### src/hdl/assert_macros.svh
// Assertion macros shared by the graph traversal RTL.
`ifndef ASSERT_MACROS_SVH
`define ASSERT_MACROS_SVH
`ifndef SYNTHESIS
// Condition must never hold while out of reset.
`define GDBT_ASSERT_NEVER(lbl, clk, rst_n, expr) \
	lbl: assert property (@(posedge clk) disable iff (!rst_n) !(expr)) \
		else $error("forbidden condition seen");
// Antecedent must imply consequent in the same cycle.
`define GDBT_ASSERT_IMPLY(lbl, clk, rst_n, ante, cons) \
	lbl: assert property (@(posedge clk) disable iff (!rst_n) (ante) |-> (cons)) \
		else $error("implication violated");
`else
`define GDBT_ASSERT_NEVER(lbl, clk, rst_n, expr)
`define GDBT_ASSERT_IMPLY(lbl, clk, rst_n, ante, cons)
`endif
`endif

### src/hdl/gdbt_pkg.sv
package gdbt_pkg;

	localparam int VERT_W = 6;
	localparam int MODE_W = 2;
	localparam int KIND_W = 2;
	localparam int VCNT_W = 7;

	localparam int MAX_VERTICES_DEF = 64;
	localparam int MAX_DEGREE_DEF   = 16;

	localparam logic [VCNT_W-1:0] VCNT_RESET = 7'd64;

	// request modes
	localparam logic [MODE_W-1:0] MODE_EDGE = 2'd0;
	localparam logic [MODE_W-1:0] MODE_DFS  = 2'd1;
	localparam logic [MODE_W-1:0] MODE_BFS  = 2'd2;

	// result kinds
	localparam logic [KIND_W-1:0] KIND_VISIT = 2'd0;
	localparam logic [KIND_W-1:0] KIND_ADDED = 2'd1;
	localparam logic [KIND_W-1:0] KIND_DROP  = 2'd2;

	typedef struct packed {
		logic [MODE_W-1:0] mode;
		logic [VERT_W-1:0] vertex_a;
		logic [VERT_W-1:0] vertex_b;
	} req_t;

	typedef struct packed {
		logic [KIND_W-1:0] kind;
		logic [VERT_W-1:0] vertex;
		logic              last;
	} rsp_t;

endpackage

### src/hdl/gdbt_ram.sv
module gdbt_ram import gdbt_pkg::*; #(
	parameter int WIDTH = VERT_W,
	parameter int DEPTH = MAX_VERTICES_DEF
) (
	input  logic                     clk,
	input  logic                     we,
	input  logic [$clog2(DEPTH)-1:0] waddr,
	input  logic [WIDTH-1:0]         wdata,
	input  logic                     re,
	input  logic [$clog2(DEPTH)-1:0] raddr,
	output logic [WIDTH-1:0]         rdata
);

	logic [WIDTH-1:0] mem [DEPTH];
	logic [WIDTH-1:0] rdata_q;

	// single write port
	always_ff @(posedge clk) begin
		if (we) begin
			mem[waddr] <= wdata;
		end
	end

	// registered read, held while idle
	always_ff @(posedge clk) begin
		if (re) begin
			rdata_q <= mem[raddr];
		end
	end

	assign rdata = rdata_q;

endmodule

### config.mk
export PLATFORM = sky130hd
export DESIGN_NAME = gdbt_ram
export DESIGN_NICKNAME = d
export VERILOG_FILES = /design/src/hdl/assert_macros.svh /design/src/hdl/gdbt_pkg.sv /design/src/hdl/gdbt_ram.sv
export SDC_FILE = /design/constraint.sdc
export NUM_CORES = 1
export LEC_CHECK = 0
export BUFFER_PORTS_ARGS = -buffer_cell sky130_fd_sc_hd__buf_4
export CAP_MARGIN = 20
export CORE_MARGIN = 10
export CORE_UTILIZATION = 55
export DETAILED_ROUTE_END_ITERATION = 8
export PLACE_DENSITY = 0.81
export SYNTH_ARGS = -nofsm -noshare
export SYNTH_HDL_FRONTEND = slang
export SYNTH_SLANG_ARGS = --single-unit
### constraint.sdc
create_clock -name clk -period 2.77 [get_ports clk]
set_clock_uncertainty 0.15 [all_clocks]
set_input_delay 0.1385 -clock clk [delete_from_list [all_inputs] [get_ports clk]]
set_output_delay 0.1385 -clock clk [all_outputs]
set_load 0.005 [all_outputs]
==> key figures, run 1 <==
Outcome
  • Run status: complete, no violations

Global routing
  • Vias in the first global route: 7846
  • Overflow after GRT: 0
  • Total track usage: between 10% and 20%
  • First-pass GRT wire length: 50.23 mm
  • Largest net degree at the start of global routing: 65
  • Antenna violations before repair: 0

Clocking
  • Clk sinks: around 400
  • CTS Buf Count: 38
  • CTS tree: done
  • Clock slew at reported path FFs: 0.06 ns
  • H-tree levels: 2
  • Worst skew pair latency: 0.54 ns
  • Root buf cell: clkbuf_16
  • CTS max path bufs: 3

Floorplanning
  • Overall die width: 186.7 µm
  • Core area: 27180 µm²
  • Site Rows: 60
  • Ports: 27
  • Die area: 34860 µm²
  • Initial Util: 56.25%
  • Chip height: ~190 µm

Min path
  • Hold Path Sink: mem[12][1]$_DFFE_PP_
  • Worst Hold Path Cells: 1
  • Hold crit path type: input pin to flip-flop
  • Worst hold start: wdata[1]

Synth
  • Unique masters post-synth: 36
  • Top cells by count, synth: edfxtp_1, mux4_2, nor2_1
  • Synth area leader: edfxtp_1
  • Most common cell in the netlist: edfxtp_1
  • FFs w/ async S/R, synth: 0%
  • Yosys top cell area share: between 70% and 80%
  • Ys flop type: edfxtp_1
  • Synth top area cells: edfxtp_1, mux4_2, nor2_1
  • Net Count, Synth: around 740
  • Post-synth EDFFs: 390
  • Yosys reg bits: 390
  • Syn avg cell area: 21.23 µm²
  • Seq/Total Area, Yosys: 76.61%
  • Synth Cell Area: 15290 µm²
  • Syn. warnings: 0
  • Mapped Cells: 720

Finish
  • Fin area: around 17000 µm²
  • Layout cells sized above 1: between 20% and 30%
  • Nets: roughly 800
  • Area grow syn2layout: 12.11%
  • Antenna diodes: 0

Timing
  • Final count of hold timing violations: 0
  • Setup TNS: 0 ns
  • Final min period: 2.274 ns
  • Setup violators final: 0
  • Highest clock rate: 439.8 MHz
  • Slew Viols, Final: 0
  • Final WS setup: 0.4963 ns
  • Worst slew margin: 46.70%
  • RSZ-0062 raised after global routing: no
  • Worst Tran Pin Value: 0.7995 ns
  • Tcrit/Tclk final: slightly above 80%

Placement
  • Number of port buffers: 26
  • Placed Area: 15870 µm²
  • Final estimated routing congestion in global placement: 0.8706
  • Place WS: around 0.34 ns
  • DP Wirelength: about 20 mm

Routing
  • DRC viols: 0
  • Drt pass-1 iters: 6
  • Initial DRC count: 1034
  • Post-DR vias/cell: 6.365
  • Total number of vias: around 7400
  • Drt wl/cell: 28.01 µm
  • Post-DRT Antenna Nets: 0
  • WL final: 32.77 mm

Worst setup path
  • Worst-path maximum fanout: 10
  • CP startpoint kind: input pin
  • Element type at the critical path end: flip-flop
  • FF-to-FF Start: mem[55][1]$_DFFE_PP_
  • WP data required: between 2 and 3 ns
  • Worst reg2reg path endpoint: rdata[1]$_DFFE_PP_
  • Critical path's largest stage delay: roughly 0.70 ns
  • CP max-delay cell: nor2_1
  • CP Cell Sequence: dlygate4sd3_1 -> buf_4 -> nor2b_1 -> nand3_1 -> nor2_1
  • Reg2Reg Setup Slack: 0.60 ns
  • CP Class: input pin to flip-flop
  • Worst path top cell family by delay: simple AND/OR/NAND/NOR gates
  • CP Buf/Inv Count: 2
  • Arrival time worst endpoint: 2.28 ns
  • Reg2Reg Depth: 5

Power
  • VDD IR max: around 0.00043 V
  • Power Dens Cells: 711.9 nW/µm²
  • Pleak: 0.005338 µW
  • Total power draw: between 10000 and 15000 µW

Job
  • Max_cap viols: 0
==> stage by stage <==
| stage | instances | utilization (%) | hold WS (ns) |
|---|---|---|---|
| after floorplan | 720 | - | 0.08737 |
| after global placement | 1095 | 58.39 | 0.2653 |
| after detailed placement | 1095 | 58.39 | 0.2704 |
| after CTS | 1170 | 63.06 | 0.01848 |
| after global routing | 1170 | 63.06 | 0.03309 |
| final | 1170 | 63.06 | 0.005533 |
==> what timing repair did <==
item / CTS / global route
hold buffers: 5 / 0
setup buffers: 0 / 0
hold endpoints to repair: 24 / 0
resized for setup: 0 / 0
==> cells by family (layout without fill, tap and decap cells) <==
family | count (synthesis) | after routing | share of synthesized area (%)
flops | 390 | 390 | 76.61
simple gates | 120 | 120 | 3.659
mux | 117 | 117 | 15.49
compound gates | 54 | 54 | 2.587
buf+inv | 39 | 117 | 1.645
==> layer usage <==
layer	vias to the layer above	track usage (%)	share of wire, %
met3	66	4.655	11
li1	3117	-	-
met2	445	29.66	48
met5	-	0	0
met1	3819	25.29	38
met4	0	6.514	2.8
==> worst max-delay path by stage <==
stage	start	endpoint	cells past startpoint
2_1_floorplan	raddr[0]	rdata[0]$_DFFE_PP_	7
3_3_place_gp	raddr[1]	rdata[5]$_DFFE_PP_	5
3_5_place_dp	raddr[1]	rdata[5]$_DFFE_PP_	5
4_1_cts	waddr[2]	mem[45][3]$_DFFE_PP_	5
5_1_grt	waddr[1]	mem[29][0]$_DFFE_PP_	5
6_report	waddr[1]	mem[5][2]$_DFFE_PP_	5
==> power breakdown <==
group	total, µW	internal (µW)	switching (µW)	leakage, µW
Clock	5030	2920	2110	0.000604
Sequential	6560	6550	15.7	0.00351
Combinational	611	239	372	0.00122
==> cell usage in the layout, fill, tap and decap left out, types with 3 or more instances in the layout <==
cell type        n
a211oi_1         6
a21oi_1          6
a221oi_1         3
a32o_1           3
buf_12           4
buf_4           37
bufinv_16        4
clkbuf_1         7
clkbuf_16       38
clkinv_1         5
clkinv_2        12
dlygate4sd3_1    5
edfxtp_1       390
mux2_2           9
mux2i_1         15
mux4_1           6
mux4_2          87
nand2_1          8
nand2b_1         5
nand3_1         11
nand3b_1         4
nor2_1          67
nor2b_1          8
nor3_1           5
o21ai_1          6
o221ai_1         9
o22a_1           6
o22ai_1         12
==> registers in the layout, indices dropped and copies added (netlist names) <==
register	flops
mem	384
rdata	6
==> final cells by class <==
cell class | count | area [µm²]
fill | 1819 | 10040
clock buffer | 45 | 977.2
multi-input combinational | 291 | 3323
clock inverter | 25 | 240.2
sequential | 390 | 11710
tap | 372 | 465.4
timing repair buffer | 47 | 419.2
==> worst reg2reg max path: cells and delay by family (launching register included) <==
kind           cells  cell delay, ns
multiplexers       2            0.81
AO/OA/AOI/OAI      3            0.58
flip-flops         1            0.38
Note: power is estimated with default switching activity, not from simulation.
==> run 2: changes to the inputs <==
- clock period: 2.77 -> 2.31 ns (I/O delays scaled with it)
==> run 2 against run 1 <==
  * Highest routed layer unchanged
  * Clock-buffer cell count down 1
  * Combinational power up 27%
  * Setup slack worse by 0.29 ns
==> key figures, run 2 (same netlist as run 1, synthesis figures left out) <==
Outcome
  • Run status: complete, no violations

Floorplanning
  • Initial Util: 56.25%
  • Chip height: 186.7 µm
  • Core area: 27180 µm²
  • Ports: 27
  • Overall die width: between 150 and 200 µm
  • Die area: 34860 µm²
  • Site Rows: 60

Worst setup path
  • FF-to-FF Start: mem[19][1]$_DFFE_PP_
  • CP startpoint kind: flip-flop
  • Reg2Reg Setup Slack: approximately 0.21 ns
  • Arrival time worst endpoint: approximately 2.2 ns
  • CP Capture Point: rdata[1]$_DFFE_PP_
  • Worst-path maximum fanout: 1
  • WP data required: 2.43 ns
  • Element type at the critical path end: flip-flop
  • Reg2Reg Depth: 5
  • Crit path from: mem[19][1]$_DFFE_PP_
  • CP Class: flip-flop to flip-flop
  • Worst reg2reg path endpoint: rdata[1]$_DFFE_PP_

Power
  • VDD IR max: 0.0005679 V
  • Sw Ratio: 20.35%
  • Power Dens Cells: 833.8 nW/µm²
  • Total power draw: 14660 µW
  • P_sw: 2985 µW
  • Combinational share of power: 5.3%
  • Clk network pwr share: about 41%
  • Seq pwr share: a little over half
  • Pleak: 0.005638 µW
  • Int Pwr: 11680 µW

Finish
  • Fin area: around 18000 µm²
  • Most frequent cells in the layout: edfxtp_1, buf_4, mux4_2, nor2_1, clkbuf_16
  • Area grow syn2layout: 15.05%
  • Layout cells sized above 1: 29.89%
  • Most common cell after layout, fill and taps aside: edfxtp_1
  • Biggest register: mem
  • Nets: 849
  • Antenna diodes: 0
  • Max reg flops: 384

Routing
  • Post-DRT Antenna Nets: 0
  • DRC viols: 0
  • Total number of vias: 7853
  • Initial DRC count: 1048
  • Post-DR vias/cell: between 6 and 7
  • WL final: 34.61 mm
  • Drt wl/cell: 28.25 µm
  • Drt pass-1 iters: 6

Timing
  • RSZ-0062 raised after global routing: no
  • Setup TNS: 0 ns
  • Worst slew margin: about half
  • Final count of hold timing violations: 0
  • Final min period: around 2.1 ns
  • Tcrit/Tclk final: approximately nine tenths
  • Setup violators final: 0
  • Slew Viols, Final: 0
  • Highest clock rate: 476.0 MHz
  • Hold_ws: 0.007436 ns
  • Worst Tran Pin Value: 0.7206 ns

Placement
  • Placed Area: 16340 µm²
  • Number of port buffers: 26
  • DP Wirelength: 21.23 mm
  • Final estimated routing congestion in global placement: ~0.82

Global routing
  • Total track usage: 19.70%
  • First-pass GRT wire length: 52.20 mm
  • Vias in the first global route: 8135
  • Largest net degree at the start of global routing: 65
  • Overflow after GRT: 0
  • Antenna violations before repair: 0

Clocking
  • H-tree levels: 2
  • Post-CTS setup repair buffer count: 0
  • CTS tree: done
  • CTS max path bufs: 3
  • Clk sinks: 390
  • Post-CTS Resized: 0
  • Clock slew at reported path FFs: 0.06 ns
  • CTS Buf Count: 37
  • Root buf cell: clkbuf_16
  • Worst skew pair latency: 0.53 ns

Min path
  • Hold crit path type: input pin to flip-flop

Job
  • Max_cap viols: 0
run 2: metrics by stage:
| step | instances | setup WS, ns | util (%) |
|---|---|---|---|
| final | 1225 | 0.2090 | 64.71 |
| after global routing | 1225 | 0.1711 | 64.71 |
| after CTS | 1225 | 0.2564 | 64.71 |
| after detailed placement | 1156 | 0.006726 | 60.12 |
| after global placement | 1156 | 0.03653 | 60.12 |
| after floorplan | 720 | 0.3591 | - |
run 2: what timing repair did:
item | 4_1_cts | 5_1_grt
setup endpoints to repair | 0 | 0
hold buffers | 5 | 0
hold endpoints to repair | 24 | 0
run 2: worst min-delay path by stage:
stage,startpoint,endpoint,slack [ns],depth (start not counted)
after floorplan,wdata[0],mem[0][0]$_DFFE_PP_,0.06,0
after global placement,re,rdata[4]$_DFFE_PP_,0.27,1
after detailed placement,re,rdata[4]$_DFFE_PP_,0.27,1
after CTS,wdata[5],mem[20][5]$_DFFE_PP_,0.02,1
after global routing,wdata[4],mem[28][4]$_DFFE_PP_,0.03,1
final,wdata[4],mem[30][4]$_DFFE_PP_,0.007,1
run 2: area by class of cell:
cell class | count | area [µm²]
Clock buffer | 44 | 994.7
Clock inverter | 20 | 202.7
Fill cell | 1744 | 9589
Multi-Input combinational cell | 291 | 3323
Sequential cell | 390 | 11710
Tap cell | 372 | 465.4
Timing Repair Buffer | 108 | 889.6
run 2: critical path, stage by stage, from the launching register on:
cell	delay, ns
edfxtp_1	0.37
mux4_2	0.50
o22a_1	0.28
o221ai_1	0.15
nor3_1	0.18
o22a_1	0.23
run 2: per-layer routing:
metal	vias to the layer above	share of wire (%)	global-route usage [%]	wire length [µm]
met5	-	0	0	0
met4	0	3.4	7.010	1190
met3	98	10	4.302	3568
met2	511	49	31.76	16960
met1	4021	37	26.09	12890
li1	3223	-	-	-
run 2: power groups by stage:
| stage | registers [µW] | clock network [µW] | logic [µW] |
|---|---|---|---|
| after floorplan | 8010 | 0 | 423 |
| after global placement | 8020 | 0 | 725 |
| after detailed placement | 8020 | 0 | 753 |
| after CTS | 7870 | 6060 | 771 |
| after global routing | 7870 | 6350 | 819 |
| final | 7870 | 6020 | 773 |
==> run 3: changes to the inputs <==
- CORE_UTILIZATION: 55 -> 40
- PLACE_DENSITY: 0.81 -> 0.65
==> run 3 against run 2 <==
  * Core utilization shrank 17 points
  * Sequential share of layout area fell by 1.7 points
  * Clock-buffer cell count increased by 1
  * Via count decreased by 3.8%
  * Register-to-register slack hardly changed
  * Maximum frequency rose by 0.22%
  * Final area rose by 2.7%
  * Largest power group unchanged
  * Highest routed layer unchanged
==> key figures, run 3 (same netlist as run 1, synthesis figures left out) <==
Timing
  • Tcrit/Tclk final: between 90 and 100%
  • Final count of hold timing violations: 0
  • Final min period: 2.096 ns
  • Worst slew margin: between 50 and 60%
  • Hold_ws: 0.009730 ns
  • Worst Tran Pin Value: around 0.7 ns
  • RSZ-0062 raised after global routing: no
  • Slew Viols, Final: 0
  • Setup violators final: 0
  • Highest clock rate: 477.0 MHz

Floorplanning
  • Core area: 37670 µm²
  • Die area: approximately 46000 µm²
  • Chip height: 215.5 µm
  • Ports: 27
  • Initial Util: between 40% and 50%
  • Overall die width: 215.5 µm
  • Site Rows: 71

Routing
  • Initial DRC count: 666
  • Drt wl/cell: between 20 and 25 µm
  • DRC viols: 0
  • Drt pass-1 iters: 5
  • Post-DR vias/cell: about 5.4
  • Post-DRT Antenna Nets: 0
  • WL final: 33.74 mm
  • Total number of vias: 7557

Placement
  • Number of port buffers: 26
  • DP Wirelength: about 21 mm
  • Final estimated routing congestion in global placement: 0.7923

Clocking
  • Root buf cell: clkbuf_16
  • Clock slew at reported path FFs: 0.06 ns
  • H-tree levels: 2
  • CTS max path bufs: 3
  • CTS tree: done
  • Post-CTS setup repair buffer count: 0
  • CTS Buf Count: 40
  • Post-CTS Resized: 0
  • Worst skew pair latency: roughly 0.53 ns
  • Clk sinks: 390

Finish
  • Nets: 873
  • Antenna diodes: 0
  • Max reg flops: 384
  • Most frequent cells in the layout: edfxtp_1, buf_4, mux4_2, nor2_1, clkbuf_16
  • Post-layout util: 47.94%
  • Area grow syn2layout: 18.14%
  • Most common cell after layout, fill and taps aside: edfxtp_1
  • Biggest register: mem
  • Layout cells sized above 1: 32.35%

Worst setup path
  • CP Cell Sequence: mux4_2 -> o22a_1 -> o221ai_1 -> nor3_1 -> o22a_1
  • Worst path top cell family by delay: compound AO/OA/AOI/OAI gates
  • WP data required: 2.41 ns
  • Worst-path maximum fanout: 1
  • CP max-delay cell: mux4_2
  • CP startpoint kind: flip-flop
  • Cell mode on critical path: o22a_1
  • Element type at the critical path end: flip-flop
  • CP Buf/Inv Count: 0
  • Reg2Reg Setup Slack: 0.21 ns
  • CP Class: flip-flop to flip-flop
  • Critical path's largest stage delay: 0.53 ns
  • Arrival time worst endpoint: 2.20 ns

Global routing
  • First-pass GRT wire length: just over 50 mm
  • Largest net degree at the start of global routing: 65
  • Overflow after GRT: 0
  • Antenna violations before repair: 0
  • Total track usage: 14.44%
  • Vias in the first global route: slightly below 8000

Power
  • Pleak: roughly 0.006 µW
  • Power Dens Cells: 837.3 nW/µm²
  • VDD IR max: 0.0005739 V
  • Total power draw: 15120 µW

Job
  • Max_cap viols: 0

Outcome
  • Run status: complete, no violations

Min path
  • Hold crit path type: input pin to flip-flop
## run 3: cell types whose count changed in the layout (fill, tap and decap cells not counted), sizes merged
cell      change
buf          +21
clkinv        +5
bufinv        +2
clkinvlp      -2
inv           -2
clkbuf        +1
## run 3: routing by layer
| layer | GRT usage, % | up-vias | part of all wire (%) |
|---|---|---|---|
| li1 | - | 3282 | - |
| met3 | 3.580 | 60 | 7.7 |
| met5 | 0 | - | 0 |
| met1 | 19.99 | 3928 | 43 |
| met4 | 4.412 | 0 | 2.4 |
| met2 | 22.14 | 287 | 47 |
## run 3: where the power goes
| part | total, µW | internal [µW] | switching [µW] | leakage (µW) |
|---|---|---|---|---|
| Clock | 6460 | 3890 | 2580 | 0.000650 |
| Combinational | 787 | 329 | 459 | 0.00167 |
| Sequential | 7870 | 7850 | 19.8 | 0.00351 |
| Total | 15100 | 12100 | 3050 | 0.00583 |
## run 3: path summary, 6_finish.rpt
path	start	to	cells past startpoint
worst max-delay path	mem[19][3]$_DFFE_PP_	rdata[3]$_DFFE_PP_	5
worst min-delay path	wdata[2]	mem[2][2]$_DFFE_PP_	1
worst max register to register	mem[19][3]$_DFFE_PP_	rdata[3]$_DFFE_PP_	5
worst min register to register	mem[37][2]$_DFFE_PP_	rdata[2]$_DFFE_PP_	4
## run 3: area by class of cell
class / instances / area [µm²]
Multi-Input combinational cell: 291 / 3323
Tap cell: 511 / 639.4
Timing Repair Buffer: 129 / 1085
Clock buffer: 45 / 1041
Sequential cell: 390 / 11710
Fill cell: 3121 / 19610
Clock inverter: 23 / 259.0
## run 3: repair_timing
item / 4_1_cts / 5_1_grt
hold buffers: 5 / 0
endpoints found under the hold margin: 24 / 0
endpoints found under the setup margin: 0 / 0
## run 3: stage by stage
stage / cell area [µm²] / cells / TNS (ns) / setup WS (ns)
6_report: 18060 / 1389 / 0 / 0.2137
5_1_grt: 18060 / 1389 / 0 / 0.1586
4_1_cts: 18060 / 1389 / 0 / 0.2286
3_5_place_dp: 16710 / 1316 / -0.1117 / -0.1117
3_3_place_gp: 16710 / 1316 / -0.1044 / -0.1044
2_1_floorplan: 15290 / 720 / 0 / 0.3591
## run 3: worst reg2reg max path, stage by stage (launching register included)
cell	delay, ns
edfxtp_1	0.37
mux4_2	0.53
o22a_1	0.21
o221ai_1	0.12
nor3_1	0.19
o22a_1	0.27
